==> config.mk <==
export PLATFORM = sky130hd
export DESIGN_NAME = roe_queue
export DESIGN_NICKNAME = d
export VERILOG_FILES = /design/src/rtl/roe_pkg.sv /design/src/rtl/roe_queue.sv
export SDC_FILE = /design/constraint.sdc
export NUM_CORES = 1
export LEC_CHECK = 0
export BUFFER_PORTS_ARGS = -buffer_cell sky130_fd_sc_hd__buf_2
export CORE_ASPECT_RATIO = 1.5
export CORE_UTILIZATION = 32
export CTS_BUF_LIST = sky130_fd_sc_hd__clkbuf_8
export DETAILED_ROUTE_END_ITERATION = 8
export GPL_TIMING_DRIVEN = 0
export PLACE_DENSITY_LB_ADDON = 0.15
export SLEW_MARGIN = 20
export SYNTH_ARGS = -nofsm -noshare
export SYNTH_HDL_FRONTEND = slang
export SYNTH_SLANG_ARGS = --single-unit
==> constraint.sdc <==
create_clock -name clk -period 4.26 [get_ports clk]
set_clock_uncertainty 0.15 [all_clocks]
set_input_delay 0.639 -clock clk [delete_from_list [all_inputs] [get_ports clk]]
set_output_delay 0.639 -clock clk [all_outputs]
set_load 0.05 [all_outputs]
==> src/rtl/roe_pkg.sv <==
// ----------------------------------------------------------------------------
// roe_pkg
// Shared constants, the item type that crosses the front-to-back queue and
// the back-end state type of the rank-of-each-value block.
// ----------------------------------------------------------------------------
package roe_pkg;

  localparam int MAX_ITEMS = 64;
  localparam int IDX_W     = $clog2(MAX_ITEMS);
  localparam int CNT_W     = $clog2(MAX_ITEMS + 1);
  localparam int VAL_W     = 32;
  localparam int RANK_W    = 6;
  localparam int GRP_N     = (MAX_ITEMS + 7) / 8;
  localparam int QDEPTH    = 4;
  localparam int QPTR_W    = $clog2(QDEPTH);
  localparam int QCNT_W    = $clog2(QDEPTH + 1);

  typedef struct packed {
    logic signed [VAL_W-1:0] value;
    logic                    is_last;
    logic                    drop;
    logic [IDX_W-1:0]        idx;
  } item_t;

  typedef enum logic [2:0] {
    B_IDLE,
    B_CMP,
    B_SUM,
    B_FIN,
    B_EMIT
  } back_state_t;

endpackage

==> src/rtl/roe_queue.sv <==
// ----------------------------------------------------------------------------
// roe_queue
// Short first-in first-out queue of tagged items between front and back.
// ----------------------------------------------------------------------------
module roe_queue (
  input  logic           clk,
  input  logic           rst_n,
  input  logic           push,
  input  roe_pkg::item_t push_item,
  input  logic           pop,
  output roe_pkg::item_t head_item,
  output logic           full,
  output logic           empty
);
  import roe_pkg::*;

  item_t             slot_r [QDEPTH];
  logic [QPTR_W-1:0] wr_ptr_r;
  logic [QPTR_W-1:0] rd_ptr_r;
  logic [QCNT_W-1:0] used_r;
  logic              do_push;
  logic              do_pop;

  assign full      = (used_r == QCNT_W'(QDEPTH));
  assign empty     = (used_r == '0);
  assign do_push   = push && !full;
  assign do_pop    = pop && !empty;
  assign head_item = slot_r[rd_ptr_r];

  always_ff @(posedge clk) begin
    if (do_push) begin
      slot_r[wr_ptr_r] <= push_item;
    end
  end

  always_ff @(posedge clk) begin
    if (!rst_n) begin
      wr_ptr_r <= '0;
      rd_ptr_r <= '0;
      used_r   <= '0;
    end else begin
      if (do_push) begin
        wr_ptr_r <= (wr_ptr_r == QPTR_W'(QDEPTH - 1)) ? '0 : wr_ptr_r + QPTR_W'(1);
      end
      if (do_pop) begin
        rd_ptr_r <= (rd_ptr_r == QPTR_W'(QDEPTH - 1)) ? '0 : rd_ptr_r + QPTR_W'(1);
      end
      case ({do_push, do_pop})
        2'b10:   used_r <= used_r + QCNT_W'(1);
        2'b01:   used_r <= used_r - QCNT_W'(1);
        default: used_r <= used_r;
      endcase
    end
  end

endmodule

After elaboration in Yosys (flattened, before gate mapping). Memory sizes are Yosys's and may differ from the RTL's. A register that Yosys moved wholly into a read port is not among the register bits. Index checks and enable logic that the tools add are counted. Widths: inputs -> output; s select.

Add/subtract/negate cells: 4. Equality and inequality tests: 5. Mux-type cells: 7. Reductions and logical operators: 6.

Operators by type and width (number): $mux 2 (4); $eq 2x2->1 const B (3); $pmux 3 s2 (1); $add 2x1->2 const B (2); $add 3x1->3 const B (1); $eq 3x3->1 const B (1); $logic_not 3->1 (1); $sub 3x1->3 const B (1); $eq 2x1->1 const B (1); $logic_and 1x1->1 (2); $logic_not 1->1 (2); $mux 1 (2); $reduce_bool 2->1 (1).

Register bits after elaboration: 7. Memory bits (writable): 160. Input bits: 44. Output and inout bits: 42. Word-level logic and storage cells: 26. Memories kept: 1.

Memory list: slot_r (depth 4, bits a word 40, read ports 1, clocked after Yosys merged registers in 1, write ports 1, RTL line roe_queue.sv:17) `item_t slot_r [QDEPTH];`.

Longest topological paths before layout.
Word-level depth: 5. Gate-level depth with buffers: 10. Depth with buffers taken out: 9.

Worst setup path after synthesis. OpenSTA, ideal clock, no wires.

Path kind: register to register. Start point: register used_r[2]. End point: register used_r[2]. Setup time: 0.076 ns. Data arrival time: 2.521 ns. Data required time: 4.034 ns. Path slack: 1.514 ns. Cell stages (with the launch flop): 11. Path buffers: 1. Period minus slack after synthesis: 2.746 ns. Path through: dfxtp_1 nor3b_2 nor2b_1 buf_2 inv_1 ha_1 inv_1 fa_1 xor2_1 or3_1 a21boi_0.

Word-level cells in the longest chain between the ends: 5. Elaborated cells on any way between the ends: 12. Classes of those cells: 2 x add/sub; 3 x eq/ne; 1 x mux; 6 x reduce/logical.

RTL lines: from (decl) (RTL line roe_queue.sv:20) `logic [QCNT_W-1:0] used_r;`; from (signal assigned) (RTL line roe_queue.sv:49) `2'b10: used_r <= used_r + QCNT_W'(1);`; from (signal assigned) (RTL line roe_queue.sv:50) `2'b01: used_r <= used_r - QCNT_W'(1);`; from (signal assigned) (RTL line roe_queue.sv:51) `default: used_r <= used_r;`; $eq 3x3->1 * (RTL line roe_queue.sv:24) `assign full = (used_r == QCNT_W'(QDEPTH));`; named net full (RTL line roe_queue.sv:12) `output logic full,`; $logic_not 1->1 * (RTL line roe_queue.sv:26) `assign do_push = push && !full;`; $logic_and 1x1->1 * (RTL line roe_queue.sv:26); $eq 2x1->1 / $eq 2x2->1 (equally long branches) (RTL line roe_queue.sv:48) `case ({do_push, do_pop})`; $pmux 3 s2 / $reduce_bool 2->1 (equally long branches).

The timed path passes the listed nets; every way through them passes the cells marked *. A chain may end at the register's enable or synchronous reset.

==> flow_summary_export.csv <==
group,metric,value,unit
grt,antenna_found_initial,1,
min_path,min_path_cells,1,
worst_setup_path,r2r-start,"used_r[2]",
clock_tree,cts_tree,"built",
sta,slew_headroom,55.0,%
sta,rsz0062_at_grt,"no",
cells_and_area,fin_area,7440,um2
route,vias,2861,
clock_tree,post_cts_buffers,0,
route,firstDrtPassIters,5,
grt,grt_max_degree,41,
floorplanning,die_h,174,um
floorplanning,ios,86,
cells_and_area,drive_above_1_share,44.5,%
place,routabilityCongestion,0.652,
sta,finalCritPeriodShare,60.9,%
run,maxCapViolCount,0,
floorplanning,initial_core_util,32.8,%
min_path,hold_path_end,"slot_r[0][10]",
yosys,syn_inst,265,
worst_setup_path,start_kind,"register",
min_path,worstHoldStart,"push_item[10]",
power_and_ir_drop,p_leak,2.49,nW
power_and_ir_drop,power_density,634,nW/um2
worst_setup_path,crit_fanout,10,
sta,tns,0,ps
grt,grt_use_total,12.4,%
worst_setup_path,timing.rr.end,"used_r[2]",
place,place_area,7070,um2
clock_tree,clock_sinks,169,
worst_setup_path,worstRegToRegCells,10,
grt,grt_pass1_wl,17.7,mm
outcome,outcome,"finished clean",
yosys,syn_area,6310,um2
power_and_ir_drop,total_power,4.72,mW
place,hpwl,6.75,mm
floorplanning,die_x,117,um
floorplanning,die_area,20300,um2
cells_and_area,nets,420,
clock_tree,path_clk_slew,100,ps
clock_tree,htree_levels,4,
worst_setup_path,critPathKind,"reg -> out",
yosys,synth.avg_cell_area,23.8,um2
yosys,ys_ff_latch,169,
floorplanning,core-area,19200,um2
floorplanning,num_rows,62,
clock_tree,cts_root_buf,"clkbuf_8",
clock_tree,numCtsBuffers,17,
route,drt_iter0_markers,152,
grt,grt.overflow.total,0,
clock_tree,clock_latency,420,ps
power_and_ir_drop,vdd_drop_max,0.306,mV
yosys,yosysSeqAreaShare,79.0,%
sta,worst_pin_slew,675,ps
cells_and_area,antennaDiodeCount,0,
route,routed_wl,11.6,mm
grt,grt_pass1_vias,3098,
clock_tree,ctsResizeCount,0,
sta,clock.fmax,0.385,GHz
place,port_buffers,85,
min_path,holdCritPathClass,"in -> reg",
yosys,synthDistinctLibCells,24,
clock_tree,cts_hold_buffers,0,
worst_setup_path,worstPathRequired,3470,ps
clock_tree,clockBufferDepth,2,
sta,period_needed,2600,ps
route,via_per_inst,4.48,
sta,hold_viol_final,0,
worst_setup_path,reg2reg_slack,1880,ps
yosys,yosys_warnings,0,
cells_and_area,area_growth,17.9,%
worst_setup_path,critPathCaptureType,"output pin",
yosys,syn_nets,316,
sta,setup_viol,0,
route,postRouteAntennaNets,0,
worst_setup_path,cp.arrival,1810,ps
route,wl_per_cell,18.2,um
sta,slew_violations,0,
route,drc,0,
[metrics by stage]
stage	setup slack (ps)	util, %	hold WS, ps	instances
after floorplan	1510	-	318	265
after global placement	768	36.7	335	606
after detailed placement	1670	36.7	354	606
after CTS	1600	38.7	228	638
after global routing	1550	38.7	228	638
final	1660	38.7	260	638
[flip-flops by register name, indices dropped and copies added, names as in the netlist, named ones only]
register and flops:
used_r 3, slot_r 160, rd_ptr_r 2, wr_ptr_r 2
[synth_stat cells]
| cell | number | area share [%] |
|---|---|---|
| a21boi_0 | 1 | 0.12 |
| and2_1 | 6 | 0.59 |
| buf_12 | 4 | 1.3 |
| buf_2 | 5 | 0.40 |
| buf_6 | 1 | 0.18 |
| clkbuf_1 | 1 | 0.059 |
| dfxtp_1 | 9 | 2.9 |
| edfxtp_1 | 160 | 76 |
| fa_1 | 1 | 0.32 |
| ha_1 | 6 | 1.2 |
| inv_1 | 7 | 0.42 |
| mux2i_1 | 2 | 0.32 |
| mux4_2 | 40 | 14 |
| nand2_1 | 7 | 0.42 |
| nand3_1 | 2 | 0.16 |
| nor2_1 | 2 | 0.12 |
| nor2b_1 | 1 | 0.099 |
| nor3_1 | 1 | 0.079 |
| nor3b_2 | 1 | 0.20 |
| o21ai_0 | 4 | 0.32 |
| o31ai_1 | 1 | 0.12 |
| or3_1 | 1 | 0.099 |
| xnor2_1 | 1 | 0.14 |
| xor2_1 | 1 | 0.14 |
[cells by family after synthesis]
| group | share of synthesized area (%) |
|---|---|
| AND/OR/NAND/NOR | 1.76 |
| AO/OA/AOI/OAI | 0.555 |
| buffers and inverters | 2.32 |
| multiplexers | 14.6 |
| XOR/XNOR | 0.278 |
| flip-flops | 79.0 |
| adder cells (fa/ha/maj) | 1.51 |
[area by class of cell]
cell class              count  area, um2
clock inverters            15        141
repair buffers             85        425
flip-flops and latches    169       4980
clock buffers              17        234
inverters                   7       26.3
plain buffers              11        120
well taps                 256        320
multi-input cells          78       1190
fillers                  1803      11800
[power by group]
part | leakage [nW] | switching [mW] | internal (mW)
logic | 0.762 | 1.07 | 0.520
clock network | 0.190 | 0.598 | 0.476
registers | 1.54 | 0.0511 | 2.01
[worst max-delay path: stages, from the launching register on]
cell	delay (ps)
dfxtp_1	330
buf_6	140
buf_12	160
mux4_2	520
buf_2	230
[worst max-delay path by stage]
| stage | end | slack [ps] |
|---|---|---|
| CTS | head_item[26] | 1600 |
| global placement | slot_r[0][4] | 770 |
| floorplan | used_r[2] | 1510 |
| detailed placement | used_r[2] | 1670 |
| finish | head_item[26] | 1660 |
| global route | head_item[16] | 1550 |
[routing by layer]
metal	share of wire, %	global-route usage [%]	vias up
li1	-	-	1307
met1	41	14.2	1489
met2	55	21.7	52
met3	3.0	2.96	13
met4	1.9	5.27	0
met5	0	0	-
[placed cells by master, fill, tap and decap left out, types with 2 or more instances in the layout]
| cell type | count |
|---|---|
| edfxtp_1 | 160 |
| buf_2 | 90 |
| mux4_2 | 40 |
| clkbuf_8 | 17 |
| dfxtp_1 | 9 |
| inv_1 | 8 |
| nand2_1 | 7 |
| ha_1 | 6 |
| inv_6 | 5 |
| buf_12 | 4 |
| and2_4 | 4 |
| o21ai_0 | 4 |
| and2_1 | 2 |
| nor2_1 | 2 |
| mux2i_1 | 2 |
| nand3_1 | 2 |
| clkinv_4 | 2 |
| inv_8 | 2 |
| clkinvlp_4 | 2 |
Power figures use the tool's default switching activity.
