File: src/rtl/roe_pkg.sv
// ----------------------------------------------------------------------------
// roe_pkg
// Shared constants, the item type that crosses the front-to-back queue and
// the back-end state type of the rank-of-each-value block.
// ----------------------------------------------------------------------------
package roe_pkg;

  localparam int MAX_ITEMS = 64;
  localparam int IDX_W     = $clog2(MAX_ITEMS);
  localparam int CNT_W     = $clog2(MAX_ITEMS + 1);
  localparam int VAL_W     = 32;
  localparam int RANK_W    = 6;
  localparam int GRP_N     = (MAX_ITEMS + 7) / 8;
  localparam int QDEPTH    = 4;
  localparam int QPTR_W    = $clog2(QDEPTH);
  localparam int QCNT_W    = $clog2(QDEPTH + 1);

  typedef struct packed {
    logic signed [VAL_W-1:0] value;
    logic                    is_last;
    logic                    drop;
    logic [IDX_W-1:0]        idx;
  } item_t;

  typedef enum logic [2:0] {
    B_IDLE,
    B_CMP,
    B_SUM,
    B_FIN,
    B_EMIT
  } back_state_t;

endpackage

File: src/rtl/roe_front.sv
// ----------------------------------------------------------------------------
// roe_front
// Input side: takes list elements, tags each with its slot in the list or
// marks it as dropped once the list is full, and hands it to the queue.
// ----------------------------------------------------------------------------
module roe_front (
  input  logic                          clk,
  input  logic                          rst_n,
  input  logic                          push,
  input  logic signed [roe_pkg::VAL_W-1:0] in_value,
  input  logic                          in_is_last,
  output logic                          full,
  output logic                          q_push,
  output roe_pkg::item_t                q_item,
  input  logic                          q_full
);
  import roe_pkg::*;

  logic [CNT_W-1:0] count_r;
  logic [CNT_W-1:0] count_nxt;
  logic             at_cap;

  assign full   = q_full;
  assign q_push = push && !q_full;
  assign at_cap = (count_r == CNT_W'(MAX_ITEMS));

  assign q_item.value   = in_value;
  assign q_item.is_last = in_is_last;
  assign q_item.drop    = at_cap;
  assign q_item.idx     = count_r[IDX_W-1:0];

  always_comb begin
    count_nxt = count_r;
    if (q_push) begin
      if (in_is_last) begin
        count_nxt = '0;
      end else if (!at_cap) begin
        count_nxt = count_r + CNT_W'(1);
      end
    end
  end

  always_ff @(posedge clk) begin
    if (!rst_n) begin
      count_r <= '0;
    end else begin
      count_r <= count_nxt;
    end
  end

endmodule

File: config.mk
export PLATFORM = sky130hd
export DESIGN_NAME = roe_front
export DESIGN_NICKNAME = d
export VERILOG_FILES = /design/src/rtl/roe_pkg.sv /design/src/rtl/roe_front.sv
export SDC_FILE = /design/constraint.sdc
export NUM_CORES = 1
export LEC_CHECK = 0
export ABC_AREA = 1
export BUFFER_PORTS_ARGS = -buffer_cell sky130_fd_sc_hd__buf_2
export CAP_MARGIN = 40
export CORE_MARGIN = 3
export CORE_UTILIZATION = 35
export CTS_BUF_LIST = sky130_fd_sc_hd__clkbuf_8
export DETAILED_ROUTE_END_ITERATION = 7
export PLACE_DENSITY = 0.8
export SKIP_LAST_GASP = 1
export SLEW_MARGIN = 20
export SYNTH_ARGS = -nofsm -noshare
export SYNTH_HDL_FRONTEND = slang
export SYNTH_SLANG_ARGS = --single-unit
File: constraint.sdc
create_clock -name clk -period 1.7 [get_ports clk]
set_input_delay 0.255 -clock clk [delete_from_list [all_inputs] [get_ports clk]]
set_output_delay 0.255 -clock clk [all_outputs]
set_load 0.005 [all_outputs]
# Word level (Yosys, flattened, before mapping)
# Index checks and enable logic that the tools add are counted.
# word_totals
register_bits,7
# classes
add_sub_neg,1
eq_ne,2
n_mux,2
n_reduce_logical,3
# op_table
op,count
two-way mux 7 bit,2
adder 7 x 1 -> 7 bit (second input constant),1
equality test 7 bit (second input constant),1
inequality test 2 bit (second input constant),1
AND reduction 2 bit,1
logical AND 1 bit,1
zero test 1 bit,1

# Depth between registers and ports, before layout
# Gate-level depths: netlist of the first run.
# depth
word_depth,3
mapped_depth,9
depth_no_buf,9

# Worst setup path after synthesis of the first run
# No wires, ideal clock.
# synth_path
path_kind,flip-flop to output port
start,reg count_r[0]
end,out q_item[6] (netlist bit)
t_arrival_ns,0.981
t_required_ns,1.445
path_slack_ns,0.464
path_stages_with_launch,8
cell_sequence,dfxtp_1 > inv_1 > ha_1 > nand2_1 > inv_1 > nand3_1 > inv_1 > buf_4
# synth_via
elab_chain_len,1
# synth_rtl
item,line,text
start: declaration,roe_front.sv:19,logic [CNT_W-1:0] count_r;
start signal: assignment,roe_front.sv:47,count_r <= count_nxt;
equality test 7 bit,roe_front.sv:25,assign at_cap = (count_r == CNT_W'(MAX_ITEMS));
end: declaration,roe_front.sv:14,"output roe_pkg::item_t q_item,"
# Every way passes these cells.

==> summary.txt, run 1 <==
Setup skew after layout = 0.00154 ns
Worst slack at placement = 0.401 ns
Via count = 558
Synthesis Warnings = 0
CTS resizes = 0
Final setup TNS = 0 ns
Worst slew margin = 82.6%
Final nets = 132
GRT Util Overall = 10.9%
Startpoint Class = flip-flop
Peak VDD IR = 0.000330 V
Seq pwr share = 38.9%
Setup CP Type = flip-flop to output pin
Final setup viols = 0
Final hold violations = 0
Fmax = 0.652 GHz
Finished Core Util = 31.3%
HP Class = primary input to flip-flop
First-pass GRT wire length = 2.28 mm
Tcrit/Tclk final = 90.2%
Synth-to-Final Area Change = -19.8%
GPL Wtd Cong = 0.779
Synth Instances = 115
Pins Over Slew Limit = 0
CTS clock-pin slew for the worst setup and hold paths = 0.04 ns
Final HPWL DP = 1.19 mm
LEAKAGE = 0.311 nW
Largest net degree at the start of global routing = 10
Congestion Overflow GR = 0
CTS sink cnt = 7
#FFs+latches synth = 7
Initial DRC Count = 28
Placed cell count = 115
Initial Util = 39.0%
FF+latch area = 140 um2
Vias per cell = 4.69
Register area share after synthesis = 17.4%
Largest delay share family, worst path = flip-flops
Least-Margin Pin Slew = 0.261 ns
# DRC = 0
Pwr dens = 668 nW/um2
Net count after synthesis = 154
CP Buf/Inv Count = 4
Fillers = 225
Vias in the first global route = 527
WL/cell = 12.4 um
Placed inst area = 601 um2
Crit path largest cell delay = 0.38 ns
Pre-antenna DRT Iters = 4
Commonest non-fill, non-tap cell in the layout = nand2_1
Largest regs = count_r: 7 flops
NetSw = 0.0916 mW
Tmin final = 1.53 ns
Post-synthesis cell area = 805 um2
Critical Path End Type = output pin
Worst Slack Setup Final = 0.167 ns
Setup bufs post-CTS = 0
Num rows = 16
Internal power = 0.340 mW
Die X = 53.9 um
Mapped Avg Cell Area = 7.00 um2
Final non-filler cell total = 119
Status = completed
CTS tree = built
Antenna violations before repair = 0
Critical-path cell list = inv_1 -> ha_1 -> nand2_1 -> inv_1 -> nand3_1 -> inv_1 -> buf_2
# IOs = 79
Post-synthesis cell type count = 19
WHS Path Cells = 3
Share of cells above drive strength 1 = 27.2%
ANT nets after route = 0
Root buffer cell = clkbuf_8
Hold Buf Count CTS = 0
Core region area = 2060 um2
Unrepaired setup endpoints after global routing = no
Max-Cap Viols = 0
Switch share = 21.2%
Clock share of power = 51.9%
Max FFs per register = 7
Fin area = 646 um2
Die Height = 53.9 um
Antenna Diode Count = 0
Biggest register = count_r
Most used cell, CP = inv_1
WP data required = 1.44 ns
Latest clock arrival within the worst-skew pair = 0.22 ns
CP arrival = 1.28 ns
Drt total wl = 1.48 mm
Comb pwr share = 9.1%
Critical path depth in cells = 7
Most frequent cells in the layout = nand2_1, buf_2, inv_1
Die Area = 2910 um2
CTS H-tree depth = 1
Area of the multi-input gates = 283 um2
Worst-path fanout max = 5
CP max-delay cell = dfxtp_1
R2R cell count = 9
Buffers on Ports = 14
Cts bufs inserted = 3
CTS max path bufs = 2
[routing by layer]
layer  vias up  global-route usage (%)  wire, um
met5         -                       0         0
met4         0                    12.8        95
met3        14                    2.77       203
met2        35                    18.1       702
met1       241                    10.0       477
li1        268                       -         -
[Yosys cell counts]
cell	count	area [um2]
nand2_1	20	75.1
dfxtp_1	7	140
nand4_4	1	21.3
bufinv_8	1	17.5
nor3_1	1	5.00
ha_1	2	25.0
buf_4	41	308
nand2_4	1	11.3
inv_1	9	33.8
nand3b_1	1	7.51
nor2_4	2	22.5
o21ai_0	2	10.0
nor2_1	4	15.0
a21oi_1	5	25.0
nor2_2	1	6.26
nand4_1	3	18.8
nand3_1	8	40.0
clkinv_1	4	15.0
inv_2	2	7.51
[worst paths after layout]
check	startpoint	end	slack, ns
hold reg to reg	count_r[6]	count_r[6]	0.51
hold / removal	rst_n	count_r[3]	0.28
setup reg to reg	count_r[0]	count_r[1]	0.40
setup / recovery	count_r[0]	q_item[6]	0.17
[power groups by stage]
stage | Sequential [mW] | Combinational (mW) | Clock (mW)
after floorplan | 0.170 | 0.0902 | 0
after global placement | 0.170 | 0.0388 | 0
after detailed placement | 0.171 | 0.0393 | 0
after CTS | 0.168 | 0.0396 | 0.234
after global routing | 0.168 | 0.0436 | 0.246
final | 0.168 | 0.0393 | 0.224
[logic make-up after synthesis]
kind of cell	count (synthesis)	share of synthesized area [%]
buf+inv	57	47.4
simple gates	42	27.7
compound gates	7	4.35
flops	7	17.4
fa+ha+maj	2	3.11
[final cells by class]
class	count	area share, %
multi-input cells	51	43.8
flip-flops and latches	7	21.7
inverters	16	11.4
repair buffers	14	10.9
clock buffers	3	6.40
well taps	27	5.23
clock inverters	1	0.581
[metrics by stage]
step	hold WS [ns]	total power [mW]
2_1_floorplan	0.376	0.260
6_report	0.284	0.431
3_3_place_gp	0.489	0.209
4_1_cts	0.277	0.442
5_1_grt	0.291	0.458
3_5_place_dp	0.500	0.210
[worst min-delay path, stage by stage]
cell and delay (ns):
buf_2 0.11, nand2_1 0.06, nor2_1 0.03
(Power assumes the default switching activity.)
==> run 2, diff against run 1 <==
--- a/config.mk
+++ b/config.mk
@@ -12,7 +12,7 @@
 export CORE_UTILIZATION = 35
 export CTS_BUF_LIST = sky130_fd_sc_hd__clkbuf_8
 export DETAILED_ROUTE_END_ITERATION = 7
-export PLACE_DENSITY = 0.8
+export PLACE_DENSITY = 0.83
 export SKIP_LAST_GASP = 1
 export SLEW_MARGIN = 20
 export SYNTH_ARGS = -nofsm -noshare
==> summary.txt, run 2 (synthesis gave the netlist of run 1 again) <==
Vias per cell = 4.65
Tcrit/Tclk final = 90.8%
Commonest non-fill, non-tap cell in the layout = nand2_1
Setup skew after layout = 0.00212 ns
Startpoint Class = flip-flop
Root buffer cell = clkbuf_8
Fmax = 0.648 GHz
Unrepaired setup endpoints after global routing = no
Share of cells above drive strength 1 = 28.3%
Worst-path fanout max = 5
Antenna Diode Count = 0
Max-Cap Viols = 0
LEAKAGE = 0.312 nW
Final hold violations = 0
Worst slack at placement = 0.377 ns
CTS tree = built
# DRC = 0
Antenna violations before repair = 0
Pwr dens = 691 nW/um2
Congestion Overflow GR = 0
Num rows = 16
Peak VDD IR = 0.000218 V
Largest net degree at the start of global routing = 10
WP data required = 1.44 ns
Final nets = 132
CTS clock-pin slew for the worst setup and hold paths = 0.04 ns
CTS H-tree depth = 1
Pre-antenna DRT Iters = 4
Via count = 553
Core region area = 2060 um2
Final setup viols = 0
Setup bufs post-CTS = 0
Initial Util = 39.0%
Least-Margin Pin Slew = 0.241 ns
Largest regs = count_r: 7 flops
WL/cell = 12.0 um
HP Class = primary input to flip-flop
Most frequent cells in the layout = nand2_1, buf_2, inv_1
Status = completed
CP arrival = 1.29 ns
Initial DRC Count = 17
Drt total wl = 1.43 mm
Setup CP Type = flip-flop to output pin
Cts bufs inserted = 3
Die X = 53.9 um
First-pass GRT wire length = 2.12 mm
Die Area = 2910 um2
Worst Slack Setup Final = 0.156 ns
GRT Util Overall = 10.8%
Die Height = 53.9 um
Biggest register = count_r
Latest clock arrival within the worst-skew pair = 0.24 ns
Vias in the first global route = 498
Final HPWL DP = 1.06 mm
# IOs = 79
Max FFs per register = 7
CTS sink cnt = 7
Tmin final = 1.54 ns
Pins Over Slew Limit = 0
CTS max path bufs = 2
Final setup TNS = 0 ns
ANT nets after route = 0
Synth-to-Final Area Change = -19.6%
Worst slew margin = 83.9%
Buffers on Ports = 14
GPL Wtd Cong = 0.835
Critical Path End Type = output pin
[run 2: metal layers]
layer | up-vias | track usage [%] | part of all wire (%)
li1 | 270 | - | -
met1 | 238 | 10.9 | 35
met2 | 34 | 16.7 | 48
met3 | 11 | 4.71 | 13
met4 | 0 | 9.36 | 4.0
met5 | - | 0 | 0
[run 2: final cells by class]
cell class	count	area [um2]
Clock inverter	1	3.75
Tap cell	27	33.8
Fill cell	225	1420
Clock buffer	3	41.3
Timing Repair Buffer	14	70.1
Sequential cell	7	141
Inverter	16	73.8
Multi-Input combinational cell	51	283
[run 2: path summary, 6_finish.rpt]
path | start | to | slack (ns) | cells past startpoint
worst max register to register | count_r[0] | count_r[5] | 0.35 | 9
worst max-delay path | count_r[0] | q_item[6] | 0.16 | 7
worst min-delay path | rst_n | count_r[3] | 0.28 | 3
worst min register to register | count_r[6] | count_r[6] | 0.51 | 2
[run 2: where the power goes]
part	internal, mW	total (mW)	leakage (nW)	switching, mW
combinational	0.0177	0.0400	0.228	0.0223
sequential	0.166	0.168	0.0569	0.00167
clock	0.157	0.239	0.0269	0.0822
total	0.341	0.447	0.312	0.106
[run 2: critical path, cell delays in order, from the launching register on]
cell and delay, ns:
dfxtp_2 0.35, inv_1 0.07, ha_1 0.20, nand2_1 0.06, inv_1 0.07, nand3_1 0.13, inv_1 0.05, buf_2 0.12
[run 2: through the flow]
| stage | instance area [um2] | utilization [%] | hold WS, ns | total power [mW] | cells |
|---|---|---|---|---|---|
| after floorplan | 805 | - | 0.376 | 0.260 | 115 |
| after global placement | 601 | 29.1 | 0.488 | 0.209 | 115 |
| after detailed placement | 601 | 29.1 | 0.498 | 0.210 | 115 |
| after CTS | 646 | 31.3 | 0.274 | 0.450 | 119 |
| after global routing | 647 | 31.4 | 0.281 | 0.467 | 119 |
| final | 647 | 31.4 | 0.276 | 0.447 | 119 |
[run 2: timing repair]
action	4_1_cts	5_1_grt
setup endpoints to repair	0	1
gates resized for setup	0	1
hold buffers	0	0
==> run 3, diff against run 2 <==
--- a/config.mk
+++ b/config.mk
@@ -6,9 +6,9 @@
 export NUM_CORES = 1
 export LEC_CHECK = 0
 export ABC_AREA = 1
+export ABC_CLOCK_PERIOD_IN_PS = 1700
 export BUFFER_PORTS_ARGS = -buffer_cell sky130_fd_sc_hd__buf_2
 export CAP_MARGIN = 40
-export CORE_MARGIN = 3
 export CORE_UTILIZATION = 35
 export CTS_BUF_LIST = sky130_fd_sc_hd__clkbuf_8
 export DETAILED_ROUTE_END_ITERATION = 7
==> summary.txt, run 3 (synthesis gave the netlist of run 1 again) <==
Tmin final = 1.54 ns
Setup bufs post-CTS = 0
Final HPWL DP = 1.03 mm
Vias in the first global route = 549
R2R cell count = 9
Cts bufs inserted = 3
Worst-path fanout max = 5
Setup skew after layout = 0.00302 ns
Share of cells above drive strength 1 = 28.3%
Peak VDD IR = 0.000310 V
Synth-to-Final Area Change = -19.6%
Largest net degree at the start of global routing = 10
Most frequent cells in the layout = nand2_1, buf_2, inv_1
# DRC = 0
ANT nets after route = 0
Latest clock arrival within the worst-skew pair = 0.23 ns
Num rows = 16
# IOs = 79
Placed inst area = 601 um2
CTS sink cnt = 7
CTS max path bufs = 2
WHS Path Cells = 3
Largest regs = count_r: 7 flops
GRT Util Overall = 12.4%
Core region area = 2060 um2
GPL Wtd Cong = 0.890
CP arrival = 1.28 ns
First-pass GRT wire length = 2.26 mm
Clock share of power = 52.6%
Die Height = 49.9 um
Biggest register = count_r
Tcrit/Tclk final = 90.6%
Final setup viols = 0
Switch share = 22.2%
Root buffer cell = clkbuf_8
Commonest non-fill, non-tap cell in the layout = nand2_1
Initial DRC Count = 4
CTS tree = built
CTS H-tree depth = 1
Drt total wl = 1.29 mm
Pwr dens = 676 nW/um2
Via count = 543
Seq pwr share = 38.4%
Pre-antenna DRT Iters = 4
Congestion Overflow GR = 0
Worst slack at placement = 0.351 ns
Buffers on Ports = 14
Critical Path End Type = output pin
HP Class = primary input to flip-flop
Internal power = 0.340 mW
Total power = 0.437 mW
LEAKAGE = 0.312 nW
Finished Core Util = 31.4%
Fin area = 647 um2
CTS clock-pin slew for the worst setup and hold paths = 0.04 ns
Antenna violations before repair = 0
NetSw = 0.0969 mW
Hold Buf Count CTS = 0
Setup CP Type = flip-flop to output pin
Fillers = 227
Least-Margin Pin Slew = 0.247 ns
Initial Util = 39.0%
Fmax = 0.649 GHz
Final nets = 132
Pins Over Slew Limit = 0
Worst Slack Setup Final = 0.160 ns
Status = completed
Vias per cell = 4.56
Die Area = 2490 um2
WL/cell = 10.9 um
Die X = 49.9 um
Comb pwr share = 9.0%
Worst slew margin = 83.5%
Final hold violations = 0
Final setup TNS = 0 ns
Antenna Diode Count = 0
WP data required = 1.44 ns
Max FFs per register = 7
Unrepaired setup endpoints after global routing = no
Startpoint Class = flip-flop
Max-Cap Viols = 0
==> run 3: power groups by stage <==
stage	combinational, mW	sequential, mW	clock [mW]
6_report	0.0393	0.168	0.230
5_1_grt	0.0439	0.168	0.247
4_1_cts	0.0399	0.168	0.237
3_5_place_dp	0.0398	0.171	0
3_3_place_gp	0.0386	0.170	0
2_1_floorplan	0.0902	0.170	0
==> run 3: timing repair <==
action	in CTS	in global routing
gates resized for setup	0	1
endpoints found under the setup margin	0	1
hold endpoints to repair	0	0
==> run 3: area by class of cell <==
type | count | area [um2] | share of cell area [%]
multi-input combinational | 51 | 283 | 43.7
sequential | 7 | 141 | 21.9
inverter | 16 | 73.8 | 11.4
timing repair buffer | 14 | 70.1 | 10.8
clock buffer | 3 | 41.3 | 6.38
tap | 27 | 33.8 | 5.22
clock inverter | 1 | 3.75 | 0.580
==> run 3: worst max-delay path, stage by stage, from the launching register on <==
cell and delay [ns]:
dfxtp_1 0.39, inv_1 0.06, ha_1 0.18, nand2_1 0.07, inv_1 0.07, nand3_1 0.12
inv_1 0.05, buf_2 0.12
==> run 3: path summary, 6_finish.rpt <==
check	start	endpoint	slack, ns
min reg2reg	count_r[0]	count_r[0]	0.49
max reg2reg	count_r[1]	count_r[5]	0.39
max	count_r[1]	q_item[6]	0.16
min	rst_n	count_r[4]	0.28
==> run 3: per-stage QoR <==
step	std cells	hold slack [ns]
floorplan	115	0.376
global placement	115	0.488
detailed placement	115	0.496
CTS	119	0.276
global route	119	0.296
finish	119	0.281
==> run 3: metal layers <==
layer	track usage [%]	wire, um	part of all wire (%)
met5	0	0	0
met4	11.0	48	3.7
met3	8.33	158	12
met2	18.5	604	47
met1	11.4	480	37
